## config.mk

```make
export PLATFORM = sky130hd
export DESIGN_NAME = config_record_checker_core_flat
export DESIGN_NICKNAME = d
export VERILOG_FILES = /design/src/hdl/crc_chk_pkg.sv /design/src/hdl/crc_chk_req_if.sv /design/src/hdl/crc_chk_rsp_if.sv /design/src/hdl/config_record_checker_core.sv /design/src/hdl/crc_chk_crc32.sv /design/src/flat_wrapper.sv
export VERILOG_INCLUDE_DIRS = /design/src /design/src/hdl
export SDC_FILE = /design/constraint.sdc
export NUM_CORES = 1
export LEC_CHECK = 0
export BUFFER_PORTS_ARGS = -buffer_cell sky130_fd_sc_hd__buf_2
export CAP_MARGIN = 20
export CORE_UTILIZATION = 47
export DETAILED_ROUTE_END_ITERATION = 7
export HOLD_SLACK_MARGIN = 0.15
export PLACE_DENSITY = 0.67
export SLEW_MARGIN = 20
export SYNTH_ARGS = -nofsm -noshare
export SYNTH_HDL_FRONTEND = slang
export SYNTH_SLANG_ARGS = --single-unit
```

## constraint.sdc

```tcl
create_clock -name clock -period 2.1 [get_ports clock]
set_input_delay 0.21 -clock clock [delete_from_list [all_inputs] [get_ports clock]]
set_output_delay 0.21 -clock clock [all_outputs]
set_load 0.01 [all_outputs]
```

## src/hdl/config_record_checker_core_macros.svh

```systemverilog
// assertion macros for the record checker core
// no dependencies; pulled in only by config_record_checker_core, which checks its own logic
`ifndef CONFIG_RECORD_CHECKER_CORE_MACROS_SVH
`define CONFIG_RECORD_CHECKER_CORE_MACROS_SVH

// same-cycle implication
`define CRC_CHK_ASSERT_NOW(label, clk, rst, pre, post, msg) \
   label: assert property (@(posedge clk) disable iff (rst) (pre) |-> (post)) else $error(msg);

// next-cycle implication
`define CRC_CHK_ASSERT_NEXT(label, clk, rst, pre, post, msg) \
   label: assert property (@(posedge clk) disable iff (rst) (pre) |=> (post)) else $error(msg);

`endif

```

## src/hdl/crc_chk_pkg.sv

```systemverilog
// types, constants and the byte-wide crc step for the record checker
// no dependencies; used by the interfaces and every module
package crc_chk_pkg;

   localparam int unsigned BYTE_W   = 8;
   localparam int unsigned STATUS_W = 3;
   localparam int unsigned COUNT_W  = 5;
   localparam int unsigned BRIGHT_W = 7;
   localparam int unsigned HELD_W   = 24;

   localparam logic [31:0] CRC_POLY = 32'hEDB88320;
   localparam logic [31:0] CRC_ONES = 32'hFFFFFFFF;

   localparam logic [COUNT_W-1:0] REC_SIZE  = 5'd16;
   localparam logic [COUNT_W-1:0] LAST_POS  = 5'd15;
   localparam logic [COUNT_W-1:0] CRC_SPAN  = 5'd12;
   localparam logic [COUNT_W-1:0] MAGIC_LEN = 5'd4;
   localparam logic [COUNT_W-1:0] VER_POS   = 5'd4;
   localparam logic [COUNT_W-1:0] PLEN_POS  = 5'd5;
   localparam logic [COUNT_W-1:0] BRT_POS   = 5'd6;
   localparam logic [COUNT_W-1:0] INV_POS   = 5'd7;

   localparam logic [BYTE_W-1:0] PAYLOAD_LEN    = 8'd2;
   localparam logic [BYTE_W-1:0] MAX_BRIGHT     = 8'd100;
   localparam logic [BYTE_W-1:0] MAX_INV        = 8'd1;
   localparam logic [BYTE_W-1:0] SCHEMA_DEFAULT = 8'd1;

   // 'E' 'H' 'B' '1'
   localparam logic [BYTE_W-1:0] MAGIC_BYTES [4] = '{8'h45, 8'h48, 8'h42, 8'h31};

   typedef enum logic [STATUS_W-1:0] {
      STATUS_OK     = 3'd0,
      STATUS_LENGTH = 3'd1,
      STATUS_MAGIC  = 3'd2,
      STATUS_HEADER = 3'd3,
      STATUS_RANGE  = 3'd4,
      STATUS_CRC    = 3'd5
   } status_type;

   typedef struct packed {
      logic restart;
      logic load_byte;
   } crc_ctl_type;

   // reflected crc-32, one byte, eight shift steps unrolled
   function automatic logic [31:0] crc_byte_next(input logic [31:0] crc,
                                                 input logic [BYTE_W-1:0] data);
      logic [31:0] c;
      c = crc ^ {24'd0, data};
      for (int k = 0; k < 8; k++) begin
         c = c[0] ? ((c >> 1) ^ CRC_POLY) : (c >> 1);
      end
      return c;
   endfunction

endpackage

```

## src/hdl/crc_chk_req_if.sv

```systemverilog
// input word channel: one record byte and its last flag
// depends on crc_chk_pkg
interface crc_chk_req_if import crc_chk_pkg::*; ();
   logic              valid;
   logic              ready;
   logic [BYTE_W-1:0] record_byte;
   logic              last_byte;

   modport source (output valid, record_byte, last_byte, input ready);
   modport sink   (input valid, record_byte, last_byte, output ready);
endinterface

```

## src/hdl/crc_chk_rsp_if.sv

```systemverilog
// result word channel: verdict and decoded settings of one record
// depends on crc_chk_pkg
interface crc_chk_rsp_if import crc_chk_pkg::*; ();
   logic                valid;
   logic                ready;
   logic                record_ok;
   logic [STATUS_W-1:0] status;
   logic [BRIGHT_W-1:0] led_brightness;
   logic                pitch_inverted;

   modport source (output valid, record_ok, status, led_brightness, pitch_inverted,
                   input ready);
   modport sink   (input valid, record_ok, status, led_brightness, pitch_inverted,
                   output ready);
endinterface

```

## src/hdl/config_record_checker_core.sv

```systemverilog
// settings record checker: 16-byte record in, one verdict word per record out
// result: the last word passes the input reg, then its verdict goes to the result reg
// throughput: one word per cycle; a last word waits only while an untaken result is held
// reset (synchronous): counters, flags and both valid bits cleared, crc preset, version reg 1
// depends on crc_chk_pkg, both channel interfaces, crc_chk_crc32 and the macro header
`include "config_record_checker_core_macros.svh"

module config_record_checker_core import crc_chk_pkg::*; (
   input  logic              clock,
   input  logic              reset,
   crc_chk_req_if.sink       req_chan,
   crc_chk_rsp_if.source     rsp_chan,
   input  logic              csr_write_enable,
   input  logic [BYTE_W-1:0] csr_write_data
);

   // configuration
   logic [BYTE_W-1:0] schema_ff;

   // input register
   logic              in_valid_ff, in_valid_in;
   logic [BYTE_W-1:0] in_byte_ff;
   logic              in_last_ff;
   logic              take;
   logic              advance;
   logic              fire;

   // per-record state
   logic [COUNT_W-1:0]  count_ff, count_in;
   logic                magic_bad_ff, magic_bad_in;
   logic                header_bad_ff, header_bad_in;
   logic                range_bad_ff, range_bad_in;
   logic [BRIGHT_W-1:0] bright_ff, bright_in;
   logic                inv_ff, inv_in;
   logic [HELD_W-1:0]   held_crc_ff, held_crc_in;

   crc_ctl_type crc_ctl;
   logic [31:0] crc_value;
   status_type  status_now;

   // result register
   logic                rsp_valid_ff, rsp_valid_in;
   logic                rsp_ok_ff;
   logic [STATUS_W-1:0] rsp_status_ff;
   logic [BRIGHT_W-1:0] rsp_bright_ff;
   logic                rsp_inv_ff;

   // a non-last word never needs the result register
   assign advance = in_valid_ff && (!in_last_ff || !rsp_valid_ff || rsp_chan.ready);
   assign fire    = advance;
   assign req_chan.ready = !in_valid_ff || advance;
   assign take    = req_chan.valid && req_chan.ready;

   always_comb begin
      in_valid_in = in_valid_ff;
      if (take) begin
         in_valid_in = 1'b1;
      end else if (advance) begin
         in_valid_in = 1'b0;
      end
   end

   always_ff @(posedge clock) begin
      if (reset) begin
         in_valid_ff <= 1'b0;
         schema_ff   <= SCHEMA_DEFAULT;
      end else begin
         in_valid_ff <= in_valid_in;
         if (csr_write_enable) begin
            schema_ff <= csr_write_data;
         end
      end
   end

   always_ff @(posedge clock) begin
      if (take) begin
         in_byte_ff <= req_chan.record_byte;
         in_last_ff <= req_chan.last_byte;
      end
   end

   // crc covers positions 0..11; restart wins when a short record ends
   assign crc_ctl.restart   = fire && in_last_ff;
   assign crc_ctl.load_byte = fire && (count_ff < CRC_SPAN);

   crc_chk_crc32 u_crc (
      .clock     (clock),
      .reset     (reset),
      .ctl       (crc_ctl),
      .data      (in_byte_ff),
      .crc_value (crc_value)
   );

   always_comb begin
      count_in      = count_ff;
      magic_bad_in  = magic_bad_ff;
      header_bad_in = header_bad_ff;
      range_bad_in  = range_bad_ff;
      bright_in     = bright_ff;
      inv_in        = inv_ff;
      held_crc_in   = held_crc_ff;
      if (fire) begin
         if (in_last_ff) begin
            count_in      = '0;
            magic_bad_in  = 1'b0;
            header_bad_in = 1'b0;
            range_bad_in  = 1'b0;
            bright_in     = '0;
            inv_in        = 1'b0;
            held_crc_in   = '0;
         end else if (count_ff < REC_SIZE) begin
            count_in = count_ff + 5'd1;
            if (count_ff < MAGIC_LEN) begin
               if (in_byte_ff != MAGIC_BYTES[count_ff[1:0]]) begin
                  magic_bad_in = 1'b1;
               end
            end else if (count_ff == VER_POS) begin
               if (in_byte_ff != schema_ff) begin
                  header_bad_in = 1'b1;
               end
            end else if (count_ff == PLEN_POS) begin
               if (in_byte_ff != PAYLOAD_LEN) begin
                  header_bad_in = 1'b1;
               end
            end else if (count_ff == BRT_POS) begin
               if (in_byte_ff > MAX_BRIGHT) begin
                  range_bad_in = 1'b1;
               end
               bright_in = in_byte_ff[BRIGHT_W-1:0];
            end else if (count_ff == INV_POS) begin
               if (in_byte_ff > MAX_INV) begin
                  range_bad_in = 1'b1;
               end
               inv_in = in_byte_ff[0];
            end
            if (count_ff >= CRC_SPAN) begin
               held_crc_in = {held_crc_ff[HELD_W-BYTE_W-1:0], in_byte_ff};
            end
         end
      end
   end

   // only a final word at position 15 gets past the length check, so the
   // stored crc is the three held bytes plus the current one
   always_comb begin
      if (count_ff != LAST_POS) begin
         status_now = STATUS_LENGTH;
      end else if (magic_bad_ff) begin
         status_now = STATUS_MAGIC;
      end else if (header_bad_ff) begin
         status_now = STATUS_HEADER;
      end else if (range_bad_ff) begin
         status_now = STATUS_RANGE;
      end else if ((crc_value ^ CRC_ONES) != {held_crc_ff, in_byte_ff}) begin
         status_now = STATUS_CRC;
      end else begin
         status_now = STATUS_OK;
      end
   end

   always_ff @(posedge clock) begin
      if (reset) begin
         count_ff      <= '0;
         magic_bad_ff  <= 1'b0;
         header_bad_ff <= 1'b0;
         range_bad_ff  <= 1'b0;
         bright_ff     <= '0;
         inv_ff        <= 1'b0;
         held_crc_ff   <= '0;
      end else begin
         count_ff      <= count_in;
         magic_bad_ff  <= magic_bad_in;
         header_bad_ff <= header_bad_in;
         range_bad_ff  <= range_bad_in;
         bright_ff     <= bright_in;
         inv_ff        <= inv_in;
         held_crc_ff   <= held_crc_in;
      end
   end

   always_comb begin
      rsp_valid_in = rsp_valid_ff;
      if (fire && in_last_ff) begin
         rsp_valid_in = 1'b1;
      end else if (rsp_chan.ready) begin
         rsp_valid_in = 1'b0;
      end
   end

   always_ff @(posedge clock) begin
      if (reset) begin
         rsp_valid_ff <= 1'b0;
      end else begin
         rsp_valid_ff <= rsp_valid_in;
      end
   end

   always_ff @(posedge clock) begin
      if (fire && in_last_ff) begin
         rsp_ok_ff     <= (status_now == STATUS_OK);
         rsp_status_ff <= status_now;
         rsp_bright_ff <= (status_now == STATUS_OK) ? bright_ff : '0;
         rsp_inv_ff    <= (status_now == STATUS_OK) ? inv_ff : 1'b0;
      end
   end

   assign rsp_chan.valid          = rsp_valid_ff;
   assign rsp_chan.record_ok      = rsp_ok_ff;
   assign rsp_chan.status         = rsp_status_ff;
   assign rsp_chan.led_brightness = rsp_bright_ff;
   assign rsp_chan.pitch_inverted = rsp_inv_ff;

   `CRC_CHK_ASSERT_NOW(a_count_sat, clock, reset, 1'b1,
      count_ff <= REC_SIZE, "byte count past record size")
   `CRC_CHK_ASSERT_NOW(a_ok_status, clock, reset, rsp_valid_ff,
      rsp_ok_ff == (rsp_status_ff == STATUS_OK), "record_ok disagrees with status")
   `CRC_CHK_ASSERT_NOW(a_reject_zero, clock, reset, rsp_valid_ff && !rsp_ok_ff,
      rsp_bright_ff == '0 && !rsp_inv_ff, "rejected record carries settings")
   `CRC_CHK_ASSERT_NEXT(a_clear_after_last, clock, reset, fire && in_last_ff,
      count_ff == '0 && crc_value == CRC_ONES, "record state not cleared after last word")
   `CRC_CHK_ASSERT_NEXT(a_no_result_mid, clock, reset, !(fire && in_last_ff) && rsp_chan.ready,
      !rsp_valid_ff, "result appeared without a last word")

endmodule

```

## src/hdl/crc_chk_crc32.sv

```systemverilog
// running crc-32 accumulator, one byte per cycle while load_byte is set
// depends on crc_chk_pkg
module crc_chk_crc32 import crc_chk_pkg::*; (
   input  logic              clock,
   input  logic              reset,
   input  crc_ctl_type       ctl,
   input  logic [BYTE_W-1:0] data,
   output logic [31:0]       crc_value
);

   logic [31:0] crc_ff;
   logic [31:0] crc_in;

   always_comb begin
      crc_in = crc_ff;
      if (ctl.restart) begin
         crc_in = CRC_ONES;
      end else if (ctl.load_byte) begin
         crc_in = crc_byte_next(crc_ff, data);
      end
   end

   always_ff @(posedge clock) begin
      if (reset) begin
         crc_ff <= CRC_ONES;
      end else begin
         crc_ff <= crc_in;
      end
   end

   assign crc_value = crc_ff;

endmodule
```

## src/flat_wrapper.sv

```systemverilog
// flat-port wrapper written by rule: the top's interface ports become plain ports
module config_record_checker_core_flat import crc_chk_pkg::*;
  (clock, reset, csr_write_enable, csr_write_data, req_chan_valid, req_chan_record_byte, req_chan_last_byte, req_chan_ready, rsp_chan_valid, rsp_chan_record_ok, rsp_chan_status, rsp_chan_led_brightness, rsp_chan_pitch_inverted, rsp_chan_ready);
  crc_chk_req_if req_chan_i ();
  crc_chk_rsp_if rsp_chan_i ();
  input  logic clock;
  input  logic reset;
  input  logic csr_write_enable;
  input  logic [BYTE_W-1:0] csr_write_data;
  input wire logic [$bits(req_chan_i.valid)-1:0] req_chan_valid;
  input wire logic [$bits(req_chan_i.record_byte)-1:0] req_chan_record_byte;
  input wire logic [$bits(req_chan_i.last_byte)-1:0] req_chan_last_byte;
  output wire logic [$bits(req_chan_i.ready)-1:0] req_chan_ready;
  output wire logic [$bits(rsp_chan_i.valid)-1:0] rsp_chan_valid;
  output wire logic [$bits(rsp_chan_i.record_ok)-1:0] rsp_chan_record_ok;
  output wire logic [$bits(rsp_chan_i.status)-1:0] rsp_chan_status;
  output wire logic [$bits(rsp_chan_i.led_brightness)-1:0] rsp_chan_led_brightness;
  output wire logic [$bits(rsp_chan_i.pitch_inverted)-1:0] rsp_chan_pitch_inverted;
  input wire logic [$bits(rsp_chan_i.ready)-1:0] rsp_chan_ready;
  assign req_chan_i.valid = req_chan_valid;
  assign req_chan_i.record_byte = req_chan_record_byte;
  assign req_chan_i.last_byte = req_chan_last_byte;
  assign req_chan_ready = req_chan_i.ready;
  assign rsp_chan_valid = rsp_chan_i.valid;
  assign rsp_chan_record_ok = rsp_chan_i.record_ok;
  assign rsp_chan_status = rsp_chan_i.status;
  assign rsp_chan_led_brightness = rsp_chan_i.led_brightness;
  assign rsp_chan_pitch_inverted = rsp_chan_i.pitch_inverted;
  assign rsp_chan_i.ready = rsp_chan_ready;
  config_record_checker_core u_core (.clock(clock), .reset(reset), .req_chan(req_chan_i), .rsp_chan(rsp_chan_i), .csr_write_enable(csr_write_enable), .csr_write_data(csr_write_data));
endmodule
```

Word-level counts from Yosys, hierarchy flattened
Index checks and enable logic that the tools add are counted.
{ "totals": {"out_inout_bits": 14, "mem_bits_rw": 0, "inputBits": 22, "rom_bits": 0, "memories": 0, "ff_bits": 103, "word_cells": 140, "latchBits": 0} }
{ "classes": {"multipliers": 0, "div": 0, "magnitude_cmp": 7, "n_reduce_logical": 31, "n_eq_ne": 15, "bitwise_logic": 11, "n_shift": 0, "n_mux": 58, "addsub": 1} }
{ "ops": {"columns": ["op", "n"], "rows": [
  ["two-way mux 32 bit", 8],
  ["NOT 13 -> 14 bit", 8],
  ["two-way mux 24 bit", 3],
  ["two-way mux 7 bit", 6],
  ["!= test 32 bit", 1],
  ["NOT 32 bit", 1],
  ["bitwise XOR 32 x 8 -> 32 bit", 1],
  ["two-way mux 1 bit", 31],
  ["equality test 5 x 3 -> 1 bit, second input constant", 4],
  ["binary-select mux 8 bit (select 2 bit)", 1],
  ["two-way mux 8 bit", 2],
  ["!= test 8 bit", 2],
  ["nonzero test 2 bit", 8],
  ["two-way mux 3 bit", 5],
  ["AND reduction 6 bit", 2],
  ["nonzero test 3 bit", 4],
  ["two-way mux 5 bit", 2],
  ["> comparator 8 x 1 -> 1 bit, second input constant", 1],
  ["> comparator 8 x 7 -> 1 bit, second input constant", 1],
  ["!= test 2 x 1 -> 1 bit, second input constant", 4],
  ["!= test 8 x 2 -> 1 bit, second input constant", 1],
  ["AND reduction 8 bit", 1],
  ["AND reduction 7 bit", 1],
  ["!= test 3 x 2 -> 1 bit, second input constant", 2],
  ["16 further kinds", 23]
]} }

Longest topological paths before layout
{ "depth": {"ltp_word": 17, "depth_mapped": 9, "ltp_nobuf": 8} }

Cells and area by module
From an unflattened synthesis, not the netlist that was laid out.
{ "unflattened": {"cells_unflattened": 531, "area_unflattened_um2": 5297.6} }
{ "modules_own_cells": {"columns": ["mod", "seq_area_each_um2", "instances", "cells_per_inst", "area_each_um2"], "rows": [
  ["config_record_checker_core", 1631.6, 1, 336, 3360.7],
  ["crc_chk_crc32", 640.6, 1, 195, 1936.9]
]} }

Least setup slack after synthesis
OpenSTA, ideal clock, no wires.
{ "synth_path": {"path_kind": "register to register", "startpoint": "reg u_core.in_byte_ff[0]", "endpoint": "reg u_core.rsp_status_ff[0] (netlist: u_core.rsp_chan.status[0]), data pin", "slack_ns": 0.069, "setup_time_ns": 0.261, "required_ns": 1.839, "period_less_slack_ns": 2.031, "n_path_buf": 1, "path_stages_with_launch": 8, "t_arrival_ns": 1.769, "path_cell_list": "edfxtp_1 -> buf_4 -> xnor2_4 -> or4_1 -> nor4_2 -> nand4_2 -> a21oi_1 -> o21ai_0"} }
{ "synth_via": {"elab_chain_cells": 6} }
{ "synth_rtl": {"columns": ["element", "line", "text"], "rows": [
  ["start, declared", "config_record_checker_core.sv:22", "logic [BYTE_W-1:0] in_byte_ff;"],
  ["start signal, assigned", "config_record_checker_core.sv:77", "in_byte_ff <= req_chan.record_byte;"],
  ["!= test 32 bit", "config_record_checker_core.sv:154", "end else if ((crc_value ^ CRC_ONES) != {held_crc_ff, in_byte_ff}) begin"],
  ["two-way mux 3 bit", "config_record_checker_core.sv:154", null],
  ["two-way mux 3 bit", "config_record_checker_core.sv:152", "end else if (range_bad_ff) begin"],
  ["two-way mux 3 bit", "config_record_checker_core.sv:150", "end else if (header_bad_ff) begin"],
  ["two-way mux 3 bit", "config_record_checker_core.sv:148", "end else if (magic_bad_ff) begin"],
  ["two-way mux 3 bit", "config_record_checker_core.sv:146", "if (count_ff != LAST_POS) begin"],
  ["net u_core.status_now[0]", "config_record_checker_core.sv:39", "status_type status_now;"],
  ["end signal, assigned", "config_record_checker_core.sv:201", "rsp_status_ff <= status_now;"],
  ["end, declared", "config_record_checker_core.sv:44", "logic [STATUS_W-1:0] rsp_status_ff;"]
]} }
The timed path passes the listed nets, and every way through them passes these cells.
A chain may end at the register's enable or synchronous reset.

Worst setup path in the final report
Ends and elaborated chain as after synthesis.

==> results.md <==
* Leading cell type in the layout, fill and taps excluded: dfxtp_1
* Worst Setup Slack, final at approximately 35 ps
* Power Density at just over 800 nW/µm²
* Storage element area at 2270 µm²
* Starting density of the core at 0.486
* Portion of total power attributed to sequential cells at 0.441
* Max-cap check violation count at 0
* Combined area of the multi-input logic cells at roughly 2700 µm²
* Leading cell types in the layout, fill and taps excluded: 82 x dfxtp_1, 59 x xnor2_1, 58 x nor2_1
* Fraction of final layout cells sized beyond drive strength 1 at 0.196
* Comb pwr share at 0.266
* Cell taking the most area after synthesis: dfxtp_1
* Net switching power figure at 1.55 mW
* Global-route wire length before repair at 19700 µm
* Unrepaired setup endpoints after global routing: true
* Final Instance Count excl. Fillers at slightly above 700
* Flip-flop cell with the highest count after synthesis: dfxtp_1
* Overall die width at 106 µm
* Final critical-path share of the clock period at 0.983
* Leakage power at about 2.4 nW
* Area share of the leading cell type in the synthesized netlist at 0.326
* Number of antenna diodes at 0
* DP Worst Slack at -20.6 ps
* Startpoint class of the critical path: register
* # port buffers at 35
* Max-slew headroom at 0.632
* Post-route setup TNS at 0 ps
* Final instance area at ~6100 µm²
* Overflow left after global routing at 0
* Detail-routed net length per standard cell at between 15 and 20 µm
* Gp weighted congestion at ~0.86
* Int Pwr at 3.46 mW
* Slowest cell delay on critical path at between 400 and 500 ps
* Launch instance of the worst register-to-register path: u_core.in_byte_ff[0]$_DFFE_PP_
* Cell variety after synth at 45
* Layout Area Growth over Synthesis at 20.1%
* Via count at 3901
* Worst vdd rail ir drop at approximately 0.35 mV
* Hold path start: reset
* Total core area at 10400 µm²
* Worst min-delay path class: in2reg
* Number of standard cells after synthesis at 509
* Count of synthesis-stage warnings from yosys at 0
* Critical Path, Cell by Cell: xnor2_4, or4_1, nor4_4, nand4_4, a21oi_2, o21ai_2
* Placed cell count at 684
* CTS buffer count at 9
* Placed cell areas at between 5000 and 6000 µm²
* Measured slew at the worst slew-check pin at about 550 ps
* Initial antenna violation count at 0
* Data required time of the worst path at 2220 ps
* Kind of critical path: reg2reg
* Mapped Avg Cell Area at between 9 and 10 µm²
* CP max-delay cell: edfxtp_1
* Synthesized netlist net count at about 540
* Crit. End Element: register
* Root Buffer: clkbuf_8
* Clock Skews at ~13 ps
* Critical path buffer and inverter count at 0
* DRC at 0
* CTS Sinks at around 100
* Arrival time at the worst endpoint at approximately 2200 ps
* Maximum number of pins on one net before global-route repair at 32
* Worst setup path start: u_core.in_byte_ff[0]$_DFFE_PP_
* Number of buffers on the longest clock path at 2
* Max-slew violation count at 0
* Critical path peak fanout at 4
* Count of state elements after synthesis at between 100 and 150
* Switching portion of total power at 0.309
* Count of routing violations after the opening detailed-route iteration at about 300
* Cell row count at 37
* Via density at 5.40
* Dominant delay contributor by cell family on the critical path: simple AND/OR/NAND/NOR gates
* Die Area at 11100 µm²
* Shortest clock period the worst path allows after layout at 2070 ps
* Relative contribution of the clock network to total power at 0.293
* Max frequency at between 400 and 500 MHz
* Power consumption at approximately 5.0 mW
* Net count reported at finish at approximately 600
* Die Y-Extent at ~110 µm
* Number of global-route vias before repair at around 3900
* GRT Total Usage at 0.227
* ANT nets after route at 0
* Filler cells at between 900 and 1000
* Final Setup Violations at 0
* HPWL after detailed placement at between 8000 and 9000 µm
* R2r setup slk at 30 ps
* Hold Vio Cnt, Final at 0
* Cell area after synthesis at roughly 5000 µm²
* Share of flip-flops with an asynchronous set or reset at 0
* I/O pins at 36
* Insertion delay of the later-clocked pin in the worst-skew pair at about 380 ps
* Clk slew on worst S/H paths at around 110 ps
* TritonCTS clock tree: yes
* Total iterations of the first detailed-routing run at 5
* Count of flip-flops with a built-in enable after synthesis at 21
* Share of the yosys chip area belonging to registers at 0.451
* Cells taking the most area after synthesis: dfxtp_1 33%, edfxtp_1 13%, xnor2_1 10%
* Total number of H-tree levels at 3
* Final wirelength at about 12000 µm
* Result of the run: finished, final reports clean
cells in the mapped netlist, drive strengths merged (6+ instances only):
library cell  count
dfxtp            82
xnor2            71
nor2             60
nand2            38
xor2             37
a22oi            30
o211ai           28
clkbuf           23
edfxtp           21
inv              12
a21oi            11
and2             11
o21ai            10
ha                8
mux2i             8
nand4             8
buf               7
nor4              6
layout make-up:
class,count,area share
Multi-Input combinational cell,365,0.443
Sequential cell,103,0.375
Timing Repair Buffer,90,0.108
Tap cell,136,0.0281
Clock buffer,9,0.0205
Clock inverter,7,0.0184
Inverter,12,0.00744
power by group through the flow:
stage | sequential [mW] | combinational, mW | clock (mW)
global placement | 2.24 | 1.25 | 0
detailed placement | 2.25 | 1.26 | 0
CTS | 2.20 | 1.31 | 1.48
global route | 2.22 | 1.44 | 1.55
floorplan | 2.22 | 0.952 | 0
finish | 2.21 | 1.33 | 1.47
repair_timing:
item / in CTS / in global routing
buffers inserted: 2 / 0
endpoints found under the setup margin: 9 / 20
hold buffers: 19 / 0
resized for setup: 5 / 11
pin swaps: 6 / 6
gates cloned: 1 / 0
endpoints found under the hold margin: 19 / 0
logic make-up after synthesis:
| kind of cell | after synthesis | share of synthesized area |
|---|---|---|
| DFF | 103 | 0.451 |
| and+or+nand+nor | 150 | 0.144 |
| muxes | 8 | 0.0159 |
| xor gates and xnor gates | 108 | 0.212 |
| buffers and inverters | 42 | 0.0340 |
| AOI/OAI and AO/OA | 90 | 0.124 |
| adders and majority gates | 8 | 0.0199 |
per-layer routing:
layer	part of all wire	GRT usage	up-vias	wire length, µm
li1	-	-	1902	-
met1	0.47	0.310	1876	5650
met2	0.48	0.378	106	5830
met3	0.038	0.0235	17	457
met4	0.015	0.0764	0	179
met5	0	0	-	0
path summary, 6_finish.rpt:
path                                               to  cells past startpoint
setup / recovery  u_core.rsp_chan.status[0]$_DFFE_PP_                      6
hold / removal        u_core.count_ff[2]$_SDFFE_PP0P_                      2
setup reg to reg  u_core.rsp_chan.status[0]$_DFFE_PP_                      6
hold reg to reg            u_core.inv_ff$_SDFFE_PP0P_                      2
worst register-to-register path, stage by stage (launching register included):
cell	delay (ps)
edfxtp_1	480
xnor2_4	160
or4_1	470
nor4_4	210
nand4_4	190
a21oi_2	230
o21ai_2	80
flip-flops by register name, summed over array words and instances, names as in the netlist:
name,cells
u_core.schema_ff,8
u_core.range_bad_ff,1
u_core.bright_ff,7
u_core.rsp_chan.pitch_inverted,1
u_core.header_bad_ff,1
u_core.rsp_chan.led_brightness,7
u_core.held_crc_ff,24
u_core.count_ff,5
u_core.inv_ff,1
u_core.magic_bad_ff,1
u_core.rsp_chan.status,3
u_core.rsp_chan.valid,1
u_core.in_last_ff,1
u_core.u_crc.crc_value,32
u_core.rsp_chan.record_ok,1
u_core.in_byte_ff,8
u_core.in_valid_ff,1
through the flow:
step | hold WS (ps) | utilization
final | 202 | 0.584
after global routing | 217 | 0.584
after CTS | 194 | 0.579
after detailed placement | 388 | 0.534
after global placement | 388 | 0.534
after floorplan | 309 | -
(Power assumes the default switching activity.)
